`config.mk`:
```
export PLATFORM = sky130hd
export DESIGN_NAME = lgs_seq
export DESIGN_NICKNAME = d
export VERILOG_FILES = /design/src/hdl/laplace_gauss_seidel_solver_macros.svh /design/src/hdl/lgs_pkg.sv /design/src/hdl/lgs_seq.sv
export SDC_FILE = /design/constraint.sdc
export NUM_CORES = 1
export LEC_CHECK = 0
export ABC_AREA = 1
export ABC_CLOCK_PERIOD_IN_PS = 2029
export BUFFER_PORTS_ARGS = -buffer_cell sky130_fd_sc_hd__buf_2
export CORE_UTILIZATION = 40
export DETAILED_ROUTE_END_ITERATION = 10
export PLACE_DENSITY = 0.68
export SKIP_LAST_GASP = 1
export SLEW_MARGIN = 20
export SYNTH_ARGS = -nofsm -noshare
export SYNTH_HDL_FRONTEND = slang
export SYNTH_SLANG_ARGS = --single-unit
```
`constraint.sdc`:
```
create_clock -name clk -period 2.03 [get_ports clk]
set_input_delay 0 -clock clk [delete_from_list [all_inputs] [get_ports clk]]
set_output_delay 0 -clock clk [all_outputs]
set_load 0.05 [all_outputs]
```
`src/hdl/laplace_gauss_seidel_solver_macros.svh`:
```
// assertion macros shared by the laplace solver rtl
`ifndef LAPLACE_GAUSS_SEIDEL_SOLVER_MACROS_SVH
`define LAPLACE_GAUSS_SEIDEL_SOLVER_MACROS_SVH

// same-cycle implication, sampled on clk, quiet during rst
`define LGS_ASSERT_IMP(label, ante, cons, msg) \
  label: assert property (@(posedge clk) disable iff (rst) (ante) |-> (cons)) \
    else $error(msg);

// next-cycle implication, sampled on clk, quiet during rst
`define LGS_ASSERT_NXT(label, ante, cons, msg) \
  label: assert property (@(posedge clk) disable iff (rst) (ante) |=> (cons)) \
    else $error(msg);

`endif

```
`src/hdl/lgs_pkg.sv`:
```
// types, codes and control store for the laplace solver
package lgs_pkg;

  localparam int GRID_SIZE_DEF = 32;

  localparam int KIND_W    = 2;
  localparam int POS_W     = 5;
  localparam int VAL_W     = 32;
  localparam int TOL_W     = 16;
  localparam int SWEEP_W   = 16;
  localparam int CFG_IDX_W = 2;
  localparam int ACC_W     = VAL_W + 2;

  localparam logic [VAL_W-1:0]   TOP_EDGE_RST   = 32'd6553600;
  localparam logic [TOL_W-1:0]   TOLERANCE_RST  = 16'd1;
  localparam logic [SWEEP_W-1:0] MAX_SWEEPS_RST = 16'd4096;

  // item kinds
  localparam logic [KIND_W-1:0] KIND_WRITE = 2'd0;
  localparam logic [KIND_W-1:0] KIND_SOLVE = 2'd1;
  localparam logic [KIND_W-1:0] KIND_READ  = 2'd2;
  localparam logic [KIND_W-1:0] KIND_INIT  = 2'd3;

  // configuration register indexes
  localparam logic [CFG_IDX_W-1:0] CFG_TOP_EDGE   = 2'd0;
  localparam logic [CFG_IDX_W-1:0] CFG_TOLERANCE  = 2'd1;
  localparam logic [CFG_IDX_W-1:0] CFG_MAX_SWEEPS = 2'd2;

  // microprogram steps
  localparam int STEP_W = 5;
  localparam logic [STEP_W-1:0] U_IDLE        = 5'd0;
  localparam logic [STEP_W-1:0] U_READ_OUT    = 5'd1;
  localparam logic [STEP_W-1:0] U_INIT_WR     = 5'd2;
  localparam logic [STEP_W-1:0] U_INIT_END    = 5'd3;
  localparam logic [STEP_W-1:0] U_SOLVE_START = 5'd4;
  localparam logic [STEP_W-1:0] U_SWEEP_START = 5'd5;
  localparam logic [STEP_W-1:0] U_ROW_RD_W    = 5'd6;
  localparam logic [STEP_W-1:0] U_RD_NS_W     = 5'd7;
  localparam logic [STEP_W-1:0] U_RD_NS       = 5'd8;
  localparam logic [STEP_W-1:0] U_RD_EC       = 5'd9;
  localparam logic [STEP_W-1:0] U_ADD_S       = 5'd10;
  localparam logic [STEP_W-1:0] U_ADD_E       = 5'd11;
  localparam logic [STEP_W-1:0] U_WRITE       = 5'd12;
  localparam logic [STEP_W-1:0] U_CMP         = 5'd13;
  localparam logic [STEP_W-1:0] U_ROW_END     = 5'd14;
  localparam logic [STEP_W-1:0] U_SWEEP_END   = 5'd15;
  localparam logic [STEP_W-1:0] U_SOLVE_OUT   = 5'd16;

  // read port a address source
  localparam int ASEL_W = 3;
  localparam logic [ASEL_W-1:0] A_IN  = 3'd0;
  localparam logic [ASEL_W-1:0] A_REQ = 3'd1;
  localparam logic [ASEL_W-1:0] A_N   = 3'd2;
  localparam logic [ASEL_W-1:0] A_W   = 3'd3;
  localparam logic [ASEL_W-1:0] A_E   = 3'd4;

  // read port b address source
  localparam logic B_S = 1'b0;
  localparam logic B_C = 1'b1;

  // datapath actions
  localparam int ACT_W = 4;
  localparam logic [ACT_W-1:0] ACT_NONE       = 4'd0;
  localparam logic [ACT_W-1:0] ACT_LOAD_READ  = 4'd1;
  localparam logic [ACT_W-1:0] ACT_INIT_WR    = 4'd2;
  localparam logic [ACT_W-1:0] ACT_SOLVE_CLR  = 4'd3;
  localparam logic [ACT_W-1:0] ACT_SWEEP_INIT = 4'd4;
  localparam logic [ACT_W-1:0] ACT_ACC_W_RAM  = 4'd5;
  localparam logic [ACT_W-1:0] ACT_ACC_W      = 4'd6;
  localparam logic [ACT_W-1:0] ACT_ACC_N      = 4'd7;
  localparam logic [ACT_W-1:0] ACT_ACC_S      = 4'd8;
  localparam logic [ACT_W-1:0] ACT_ACC_E      = 4'd9;
  localparam logic [ACT_W-1:0] ACT_WRITE      = 4'd10;
  localparam logic [ACT_W-1:0] ACT_CMP_COL    = 4'd11;
  localparam logic [ACT_W-1:0] ACT_NEXT_ROW   = 4'd12;
  localparam logic [ACT_W-1:0] ACT_SWEEP_DONE = 4'd13;
  localparam logic [ACT_W-1:0] ACT_LOAD_SOLVE = 4'd14;

  // sequencing conditions
  localparam int COND_W = 3;
  localparam logic [COND_W-1:0] C_NEXT        = 3'd0;
  localparam logic [COND_W-1:0] C_ALWAYS      = 3'd1;
  localparam logic [COND_W-1:0] C_DISPATCH    = 3'd2;
  localparam logic [COND_W-1:0] C_COL_MORE    = 3'd3;
  localparam logic [COND_W-1:0] C_ROW_MORE    = 3'd4;
  localparam logic [COND_W-1:0] C_GRID_MORE   = 3'd5;
  localparam logic [COND_W-1:0] C_NO_SWEEPS   = 3'd6;
  localparam logic [COND_W-1:0] C_SWEEP_AGAIN = 3'd7;

  typedef struct packed {
    logic [ASEL_W-1:0] a_sel;
    logic              b_sel;
    logic [ACT_W-1:0]  act;
    logic [COND_W-1:0] cond;
    logic              wait_out;
    logic [STEP_W-1:0] target;
  } uword_t;

  typedef struct packed {
    logic              in_fire;
    logic [KIND_W-1:0] kind;
    logic              out_free;
    logic              col_more;
    logic              row_more;
    logic              grid_more;
    logic              no_sweeps;
    logic              sweep_again;
  } seq_flags_t;

  // control store
  function automatic uword_t ucode(input logic [STEP_W-1:0] step);
    uword_t w;
    w = '{a_sel: A_N, b_sel: B_S, act: ACT_NONE, cond: C_NEXT,
          wait_out: 1'b0, target: U_IDLE};
    unique case (step)
      U_IDLE:        begin w.a_sel = A_IN; w.cond = C_DISPATCH; end
      U_READ_OUT:    begin
        w.a_sel = A_REQ; w.act = ACT_LOAD_READ; w.wait_out = 1'b1;
        w.cond = C_ALWAYS; w.target = U_IDLE;
      end
      U_INIT_WR:     begin
        w.act = ACT_INIT_WR; w.cond = C_GRID_MORE; w.target = U_INIT_WR;
      end
      U_INIT_END:    begin w.cond = C_ALWAYS; w.target = U_IDLE; end
      U_SOLVE_START: begin
        w.act = ACT_SOLVE_CLR; w.cond = C_NO_SWEEPS; w.target = U_SOLVE_OUT;
      end
      U_SWEEP_START: w.act = ACT_SWEEP_INIT;
      U_ROW_RD_W:    w.a_sel = A_W;
      U_RD_NS_W:     begin
        w.act = ACT_ACC_W_RAM; w.cond = C_ALWAYS; w.target = U_RD_EC;
      end
      U_RD_NS:       w.act = ACT_ACC_W;
      U_RD_EC:       begin w.a_sel = A_E; w.b_sel = B_C; w.act = ACT_ACC_N; end
      U_ADD_S:       w.act = ACT_ACC_S;
      U_ADD_E:       w.act = ACT_ACC_E;
      U_WRITE:       w.act = ACT_WRITE;
      U_CMP:         begin
        w.act = ACT_CMP_COL; w.cond = C_COL_MORE; w.target = U_RD_NS;
      end
      U_ROW_END:     begin
        w.act = ACT_NEXT_ROW; w.cond = C_ROW_MORE; w.target = U_ROW_RD_W;
      end
      U_SWEEP_END:   begin
        w.act = ACT_SWEEP_DONE; w.cond = C_SWEEP_AGAIN; w.target = U_SWEEP_START;
      end
      U_SOLVE_OUT:   begin
        w.act = ACT_LOAD_SOLVE; w.wait_out = 1'b1;
        w.cond = C_ALWAYS; w.target = U_IDLE;
      end
      default:       begin w.cond = C_ALWAYS; w.target = U_IDLE; end
    endcase
    return w;
  endfunction

endpackage

```
`src/hdl/lgs_seq.sv`:
```
// microprogram sequencer: step counter, control store and jump logic
module lgs_seq (
  input  logic                          clk,
  input  logic                          rst,
  input  lgs_pkg::seq_flags_t           flags,
  output lgs_pkg::uword_t               ctl,
  output logic [lgs_pkg::STEP_W-1:0]    step,
  output logic                          go
);

  logic [lgs_pkg::STEP_W-1:0] step_next;
  logic [lgs_pkg::STEP_W-1:0] step_inc;
  logic [lgs_pkg::STEP_W-1:0] dispatch;
  logic                       taken;

  assign ctl      = lgs_pkg::ucode(step);
  assign go       = !(ctl.wait_out && !flags.out_free);
  assign step_inc = step + lgs_pkg::STEP_W'(1);

  always_comb begin
    unique case (flags.kind)
      lgs_pkg::KIND_WRITE: dispatch = lgs_pkg::U_IDLE;
      lgs_pkg::KIND_SOLVE: dispatch = lgs_pkg::U_SOLVE_START;
      lgs_pkg::KIND_READ:  dispatch = lgs_pkg::U_READ_OUT;
      lgs_pkg::KIND_INIT:  dispatch = lgs_pkg::U_INIT_WR;
      default:             dispatch = lgs_pkg::U_IDLE;
    endcase
  end

  always_comb begin
    unique case (ctl.cond)
      lgs_pkg::C_NEXT:        taken = 1'b0;
      lgs_pkg::C_ALWAYS:      taken = 1'b1;
      lgs_pkg::C_DISPATCH:    taken = 1'b0;
      lgs_pkg::C_COL_MORE:    taken = flags.col_more;
      lgs_pkg::C_ROW_MORE:    taken = flags.row_more;
      lgs_pkg::C_GRID_MORE:   taken = flags.grid_more;
      lgs_pkg::C_NO_SWEEPS:   taken = flags.no_sweeps;
      lgs_pkg::C_SWEEP_AGAIN: taken = flags.sweep_again;
      default:                taken = 1'b0;
    endcase
  end

  always_comb begin
    if (!go) begin
      step_next = step;
    end else if (ctl.cond == lgs_pkg::C_DISPATCH) begin
      step_next = flags.in_fire ? dispatch : lgs_pkg::U_IDLE;
    end else if (taken) begin
      step_next = ctl.target;
    end else begin
      step_next = step_inc;
    end
  end

  always_ff @(posedge clk) begin
    if (rst) begin
      step <= lgs_pkg::U_IDLE;
    end else begin
      step <= step_next;
    end
  end

endmodule

```
# After elaboration in Yosys (flattened, before gate mapping)

Index checks and enable logic that the tools add are counted.

Add/subtract/negate cells: 1
Equal/unequal tests: 25
Multiplexer cells: 11
Reductions and logical operators: 9

Operators with widths:

| kind                                                                   | number |
|---|---|
| 4-bit case mux with 14 select lines                                    | 1 |
| 5-bit by 4-bit equality test with 1-bit output (second input constant) | 8 |
| 5-bit case mux with 6 select lines                                     | 1 |
| 3-bit case mux with 7 select lines                                     | 1 |
| 5-bit by 3-bit equality test with 1-bit output (second input constant) | 4 |
| 5-bit case mux with 4 select lines                                     | 1 |
| 5-bit two-way mux                                                      | 3 |
| 3-bit equality test (second input constant)                            | 4 |
| 3-bit case mux with 4 select lines                                     | 1 |
| 1-bit case mux with 7 select lines                                     | 1 |
| 7-bit OR reduction                                                     | 1 |
| 3-bit by 2-bit equality test with 1-bit output (second input constant) | 2 |
| 5-bit by 1-bit adder with 5-bit output (second input constant)         | 1 |
| 5-bit by 1-bit equality test with 1-bit output (second input constant) | 1 |
| 5-bit by 2-bit equality test with 1-bit output (second input constant) | 1 |
| 5-bit equality test (second input constant)                            | 1 |
| 5-bit logical NOT                                                      | 1 |
| 2-bit equality test (second input constant)                            | 2 |
| 2-bit OR reduction                                                     | 2 |
| 3-bit by 1-bit equality test with 1-bit output (second input constant) | 1 |
| 3-bit logical NOT                                                      | 1 |
| 2-bit by 1-bit equality test with 1-bit output (second input constant) | 1 |
| 1-bit logical NOT                                                      | 2 |
| 2-bit logical NOT                                                      | 1 |
| other kinds (2)                                                        | 3 |

Flip-flop bits (word level): 5
Input bits: 11
Word-level logic and storage cells: 47

# Longest topological paths before layout

Gate-level depths: netlist of run 1.

Depth after elaboration: 8
Gate-level depth with buffers: 15
Depth with buffers taken out: 15

# Least setup slack after synthesis of run 1

OpenSTA, ideal clock, no wires.

Kind: register to register
Start point: reg step[0] (netlist name)
End point: reg step[0] (netlist name)
Arrival time: 2,454 ps
Data required time: 1,960 ps
Setup slack: -494 ps
Cell stages (with the launch flop): 15
Path buffers: 0
Path through: dfxtp_1 ha_1 inv_1 nor2_1 ha_1 nor2_4 nand2_4 nor2_2 nand2_2 nand2_2 nand2_4 nand2_2 nand2_1 nand3_1 a21oi_1

RTL lines:

| element                | RTL line      | source |
|---|---|---|
| from (decl)            | lgs_seq.sv:7  | `output logic [lgs_pkg::STEP_W-1:0] step,` |
| from (signal assigned) | lgs_seq.sv:58 | `step <= lgs_pkg::U_IDLE;` |
| from (signal assigned) | lgs_seq.sv:60 | `step <= step_next;` |

# Worst setup path in the final report of run 1

Start point: reg step[0] (netlist name)
End point: reg step[4] (netlist name)

Word-level cells in the longest chain between the ends: 8
Elaborated cells on any way between the ends: 35
Those cells by class: add/sub: 1; eq/ne: 22; mux: 6; reduce/logical: 6

RTL lines:

| element                                                                                                          | RTL line                     | source |
|---|---|---|
| 5-bit by 4-bit equality test with 1-bit output or 5-bit by 3-bit equality test with 1-bit output (tied branches) | lgs_pkg.sv:115               | `unique case (step)` |
| 7-bit OR reduction (no source line)                                                                              | --                           |  |
| 3-bit case mux with 7 select lines                                                                               | lgs_pkg.sv:115               |  |
| 3-bit by 2-bit equality test with 1-bit output or 3-bit logical NOT (tied branches)                              | lgs_seq.sv:31, lgs_seq.sv:47 |  |
| 2-bit OR reduction (no source line)                                                                              | --                           |  |
| 1-bit case mux with 7 select lines                                                                               | lgs_seq.sv:31                | `unique case (ctl.cond)` |
| 5-bit two-way mux                                                                                                | lgs_seq.sv:49                | `end else if (taken) begin` |
| 5-bit two-way mux                                                                                                | lgs_seq.sv:47                | `end else if (ctl.cond == lgs_pkg::C_DISPATCH) begin` |

Several ways; a longest one is shown, not always the timed one.
A chain may end at the register's enable or synchronous reset.

==> flow_summary.yaml, run 1 <==
status:
  status: "finished, final reports clean"
routing:
  drt-initial-drc-count: 24
  drcViolationCount: 0
  route.met3.wl_um: 117
  wl_um: 2403
  dr.max_layer_used: "met4"
  ant_nets: 0
  wl_met1_um: 1038
  wl_met2_um: 1168
  vias: 1043
  viasPerCell: 4.990
  wl_per_cell_um: 11.50
  dr.pass1.iters: 4
grt:
  antenna_found_initial: 0
  grt_use_total: 0.2106
  grt_max_degree: 10
  grt-ovfl-total: 0
  grt_pass1_vias: 784
  grt_first_pass_wirelength_um: 3339
final_layout:
  drive_gt1_frac: 0.4780
  fillers: 190
  multi_input_area_um2: 745.7
  largest_register_ffs: 5
  nNetsFinal: 199
  regArea_um2: 113.9
  area_growth_pct: 47.50
  top_register: "step"
  instances_no_fill: 209
  largestRegisters: "step x5"
  n_antenna_cell: 0
yosys:
  synth_compound_area_frac: 0.1029
  synth_xor_area_frac: 0.02118
  syn_avg_cell_area_um2: 5.824
  syn_nets: 158
  synth_cell_types: 24
  yosys_warnings: 0
  async_flop_share: 0
  ys.flop_type: "dfxtp_1"
  seq_area_frac_synth: 0.1210
  synthSimpleGateAreaFrac: 0.5477
  synth_edf_count: 0
  synth.area.mux_share: 0
  synth_fa_ha_area_frac: 0.07564
  synth_top_family_by_area: "simple AND/OR/NAND/NOR gates"
  netlist_area_um2: 827.0
  synth-seq-cells: 5
  syn_inst: 142
clock_network:
  tritoncts: "built"
  cts_root_buffer: "clkbuf_4"
  cts.sinks: 5
  cts_buffers: 3
  cts_htree_levels: 1
  clock_latency_ps: 240
  clockBufferDepth: 2
  path_clk_slew_ps: 50
critical_path:
  worstPathRequired_ps: 2190
  cp.arrival_ps: 2090
  cp_num_buf_inv: 1
  end_kind: "flop"
  crit_path_frequent_cell: "nand2_4"
  worstSetupPathType: "flop to flop"
  slowest_stage: "dfxtp_4"
  worstPathCellList: "inv_2 > ha_1 > nand2_2 > nor2_4 > nor2_4 > nand2_4 > nor2_2 > nand2_2 > nand2_8 > nand2_4 > nand2_4 > nand2_1 > nand3_1 > a21oi_2"
  crit_path_start_kind: "flop"
  crit_family: "simple AND/OR/NAND/NOR gates"
  crit_fanout: 6
  slowest_delay_ps: 360
floorplan:
  core_area_mm2: 0.001962
  die_x_um: 47.47
  start_util: 0.4216
  fp.dieArea_mm2: 0.002253
  die_h_um: 47.47
  rows: 16
  ios: 34
timing:
  period_needed_ps: 1926
  fmax_mhz: 519.1
  hold_viol: 0
  setup_viol_count_final: 0
  clock_skew_ps: 1.018
  finalCritPeriodShare: 0.9490
  maxSlewViolCount: 0
  slew_headroom: 0.7285
  worst-slew-pin-transition_ps: 404.1
worst_hold_path:
  hold_path_class: "input pin to flop"
place:
  place_congestion: 0.9770
  port_buffers: 33
  dp.cells: 202
  hpwl_um: 1908
job:
  maxCapViolCount: 0
## layout make-up
cell class                      instances  share of cell area
Multi-Input combinational cell        110              0.6113
Clock buffer                            3             0.01846
Sequential cell                         5             0.09333
Inverter                               25             0.07692
Timing Repair Buffer                   38              0.1682
Clock inverter                          1            0.004103
Tap cell                               27             0.02769
## final timing paths
check,from,endpoint,slack [ps],cells past startpoint
setup / recovery,step[0],step[4],100,14
hold / removal,flags[7],step[2],60,4
setup reg to reg,step[0],step[4],100,14
hold reg to reg,step[4],step[4],580,2
## kinds of logic (layout without fill, tap and decap cells)
| logic type | count (synthesis) | in the layout |
|---|---|---|
| simple gates | 88 | 88 |
| flops | 5 | 5 |
| buf+inv | 27 | 67 |
| fa+ha+maj | 5 | 5 |
| xor+xnor | 2 | 2 |
| compound gates | 15 | 15 |
## per-layer routing
metal,vias to the layer above,track usage
li1,529,-
met1,464,0.2828
met2,44,0.3425
met3,6,0.03396
met4,0,0.06857
met5,-,0
## Yosys cell counts (3+ instances only)
cell type  count  area (um2)
nand4_1        3       18.77
inv_2          4       15.01
o21ai_0        4       20.02
inv_1         21       78.83
nor2_4         4       45.04
a21oi_1        8       40.04
ha_1           5       62.56
nor2_1        16       60.06
nand2_2        8       50.05
dfxtp_1        5       100.1
nand3_1       13       65.06
nand2_1       30       112.6
nor2_2         6       37.54
## metrics by stage
stage	setup TNS [ps]	instance area, um2	worst slack, ps	hold slack [ps]	utilization
after floorplan	0	882.1	3.200	59.36	-
after global placement	0	1081	83.44	196.8	0.5510
after detailed placement	0	1081	66.88	207.7	0.5510
after CTS	0	1119	49.22	41.33	0.5702
after global routing	-39.85	1220	-39.85	62.63	0.6218
final	0	1220	103.5	59.14	0.6218
## cell usage in the layout, fill, tap and decap left out, types with 2 or more instances in the layout
| cell type | instances |
|---|---|
| ha_4 | 3 |
| nand3_1 | 12 |
| nor2_4 | 8 |
| a21oi_1 | 7 |
| nand2_1 | 28 |
| o21ai_0 | 4 |
| buf_2 | 33 |
| buf_4 | 4 |
| inv_2 | 6 |
| nand4_1 | 3 |
| nor3_1 | 2 |
| nand2_2 | 6 |
| nor2_1 | 11 |
| clkbuf_4 | 3 |
| dfxtp_4 | 3 |
| inv_1 | 19 |
| nand3b_1 | 2 |
| ha_1 | 2 |
| nand2_4 | 5 |
| nor2_2 | 7 |
| dfxtp_2 | 2 |
## tightest hold or removal path: cells and delay by family
kind / cells / cell delay, ps
buffers and inverters: 1 / 100
and+or+nand+nor: 2 / 90
AOI/OAI and AO/OA: 1 / 70
## what timing repair did
action / 4_1_cts / 5_1_grt
gates resized for setup: 0 / 18
buffers inserted: 0 / 2
hold buffers: 1 / 0
endpoints found under the hold margin: 3 / 0
setup endpoints to repair: 0 / 7
Power of run 1 is left out: the tool's default activity adds up to more than one toggle a clock period on the data nets, which glitch-free logic cannot reach.
==> inputs of run 2 (changes only) <==
--- a/config.mk
+++ b/config.mk
@@ -8,9 +8,8 @@
 export ABC_AREA = 1
 export ABC_CLOCK_PERIOD_IN_PS = 2029
 export BUFFER_PORTS_ARGS = -buffer_cell sky130_fd_sc_hd__buf_2
-export CORE_UTILIZATION = 40
+export CORE_UTILIZATION = 33
 export DETAILED_ROUTE_END_ITERATION = 10
-export PLACE_DENSITY = 0.68
 export SKIP_LAST_GASP = 1
 export SLEW_MARGIN = 20
 export SYNTH_ARGS = -nofsm -noshare
==> run 2 against run 1 <==
Against the previous run: hold slack got worse by 15 ps; largest cell class unchanged; sequential share of layout area fell by 0.20 points; utilization fell by 7.9 points; wire length rose by 3.7%; setup slack improved by 4.3 ps; critical path depth fell by 6; first-iteration DRC count fell by 29%; via count rose by 1.2%; critical path type is now flop to primary output; non-clock buffer count rose by 4.
==> flow_summary.yaml, run 2 (synthesized netlist as in run 1, its figures left out) <==
floorplan:
  die_h_um: 52.06
  core_area_mm2: 0.002297
  die_x_um: 52.06
  rows: 17
  fp.dieArea_mm2: 0.002710
  start_util: 0.3600
  ios: 34
routing:
  dr.pass1.iters: 5
  vias: 1055
  wl_um: 2493
  drcViolationCount: 0
  drt-initial-drc-count: 17
  ant_nets: 0
  viasPerCell: 4.930
  wl_per_cell_um: 11.65
critical_path:
  cp.arrival_ps: 1920
  crit_path_start_kind: "flop"
  crit_path_start: "step[0]"
  worstSetupPathType: "flop to primary output"
  worstPathRequired_ps: 2030
  worstReg2RegStart: "step[1]"
  end_kind: "primary output"
  crit_fanout: 5
final_layout:
  nNetsFinal: 203
  drive_gt1_frac: 0.4785
  n_antenna_cell: 0
  largest_register_ffs: 5
  area_growth_pct: 50.68
  top_register: "step"
  final_cell_mix: "buf_2, nand2_1, inv_1"
  largestRegisters: "step x5"
  instances_no_fill: 214
  layout_commonest_cell: "buf_2"
grt:
  grt-ovfl-total: 0
  antenna_found_initial: 0
  grt_max_degree: 10
  grt_pass1_vias: 956
  grt_use_total: 0.1828
  grt_first_pass_wirelength_um: 3850
timing:
  fmax_mhz: 520.3
  maxSlewViolCount: 0
  clock_skew_ps: 0.7835
  setup_viol_count_final: 0
  period_needed_ps: 1922
  worst-slew-pin-transition_ps: 535.5
  finalCritPeriodShare: 0.9469
  hold_viol: 0
  slew_headroom: 0.6403
job:
  maxCapViolCount: 0
status:
  status: "finished, final reports clean"
clock_network:
  cts_buffers: 3
  cts_root_buffer: "clkbuf_4"
  tritoncts: "built"
  cts_htree_levels: 1
  clock_latency_ps: 240
  clockBufferDepth: 2
  cts.sinks: 5
  path_clk_slew_ps: 40
place:
  hpwl_um: 2002
  place_congestion: 0.9826
  port_buffers: 33
  dp.cells: 204
worst_hold_path:
  hold_path_class: "input pin to flop"
  worstHoldStart: "flags[7]"
-- run 2: cell count changes in the layout (fill, tap and decap cells not counted), sizes merged --
| cell | before | now |
|---|---|---|
| clkinv | 1 | 0 |
| buf | 37 | 40 |
| clkbuf | 3 | 5 |
-- run 2: worst paths after layout --
check / to / slack [ps] / cells after the start
setup / recovery: go / 110 / 8
hold / removal: step[2] / 40 / 4
setup reg to reg: step[1] / 140 / 15
hold reg to reg: step[4] / 540 / 2
-- run 2: layout make-up --
type / count / area, um2
Fill cell: 247 / 1051
Inverter: 25 / 96.34
Tap cell: 28 / 35.03
Multi-Input combinational cell: 110 / 724.4
Timing Repair Buffer: 42 / 250.2
Clock buffer: 4 / 26.28
Sequential cell: 5 / 113.9
-- run 2: repair_timing --
item,in CTS,in global routing
hold buffers,1,0
setup buffers,0,5
resized for setup,0,16
hold endpoints to repair,3,0
endpoints found under the setup margin,0,7
-- run 2: critical path, cell delays in order, from the launching register on --
cell	delay [ps]
dfxtp_4	360
inv_2	80
ha_4	150
inv_1	50
nor3_1	270
inv_1	130
a21oi_2	300
inv_1	130
buf_2	230
-- run 2: through the flow --
| step | hold WS [ps] | instance area, um2 | setup slack [ps] | setup TNS [ps] | utilization |
|---|---|---|---|---|---|
| 6_report | 43.69 | 1246 | 107.8 | 0 | 0.5425 |
| 5_1_grt | 60.93 | 1246 | -14.76 | -31.48 | 0.5425 |
| 4_1_cts | 40.76 | 1126 | 52.14 | 0 | 0.4902 |
| 3_5_place_dp | 206.6 | 1090 | 59.00 | 0 | 0.4744 |
| 3_3_place_gp | 202.3 | 1090 | 58.73 | 0 | 0.4744 |
| 2_1_floorplan | 59.36 | 882.1 | 3.200 | 0 | - |
-- run 2: metal layers --
metal  up-vias  track usage  wire length [um]
met5         -            0                 0
met4         0      0.04054                14
met3         2      0.01754               166
met2        50       0.3269              1258
met1       466       0.2318              1053
li1        537            -                 -
Power of run 2 is left out for the same reason.
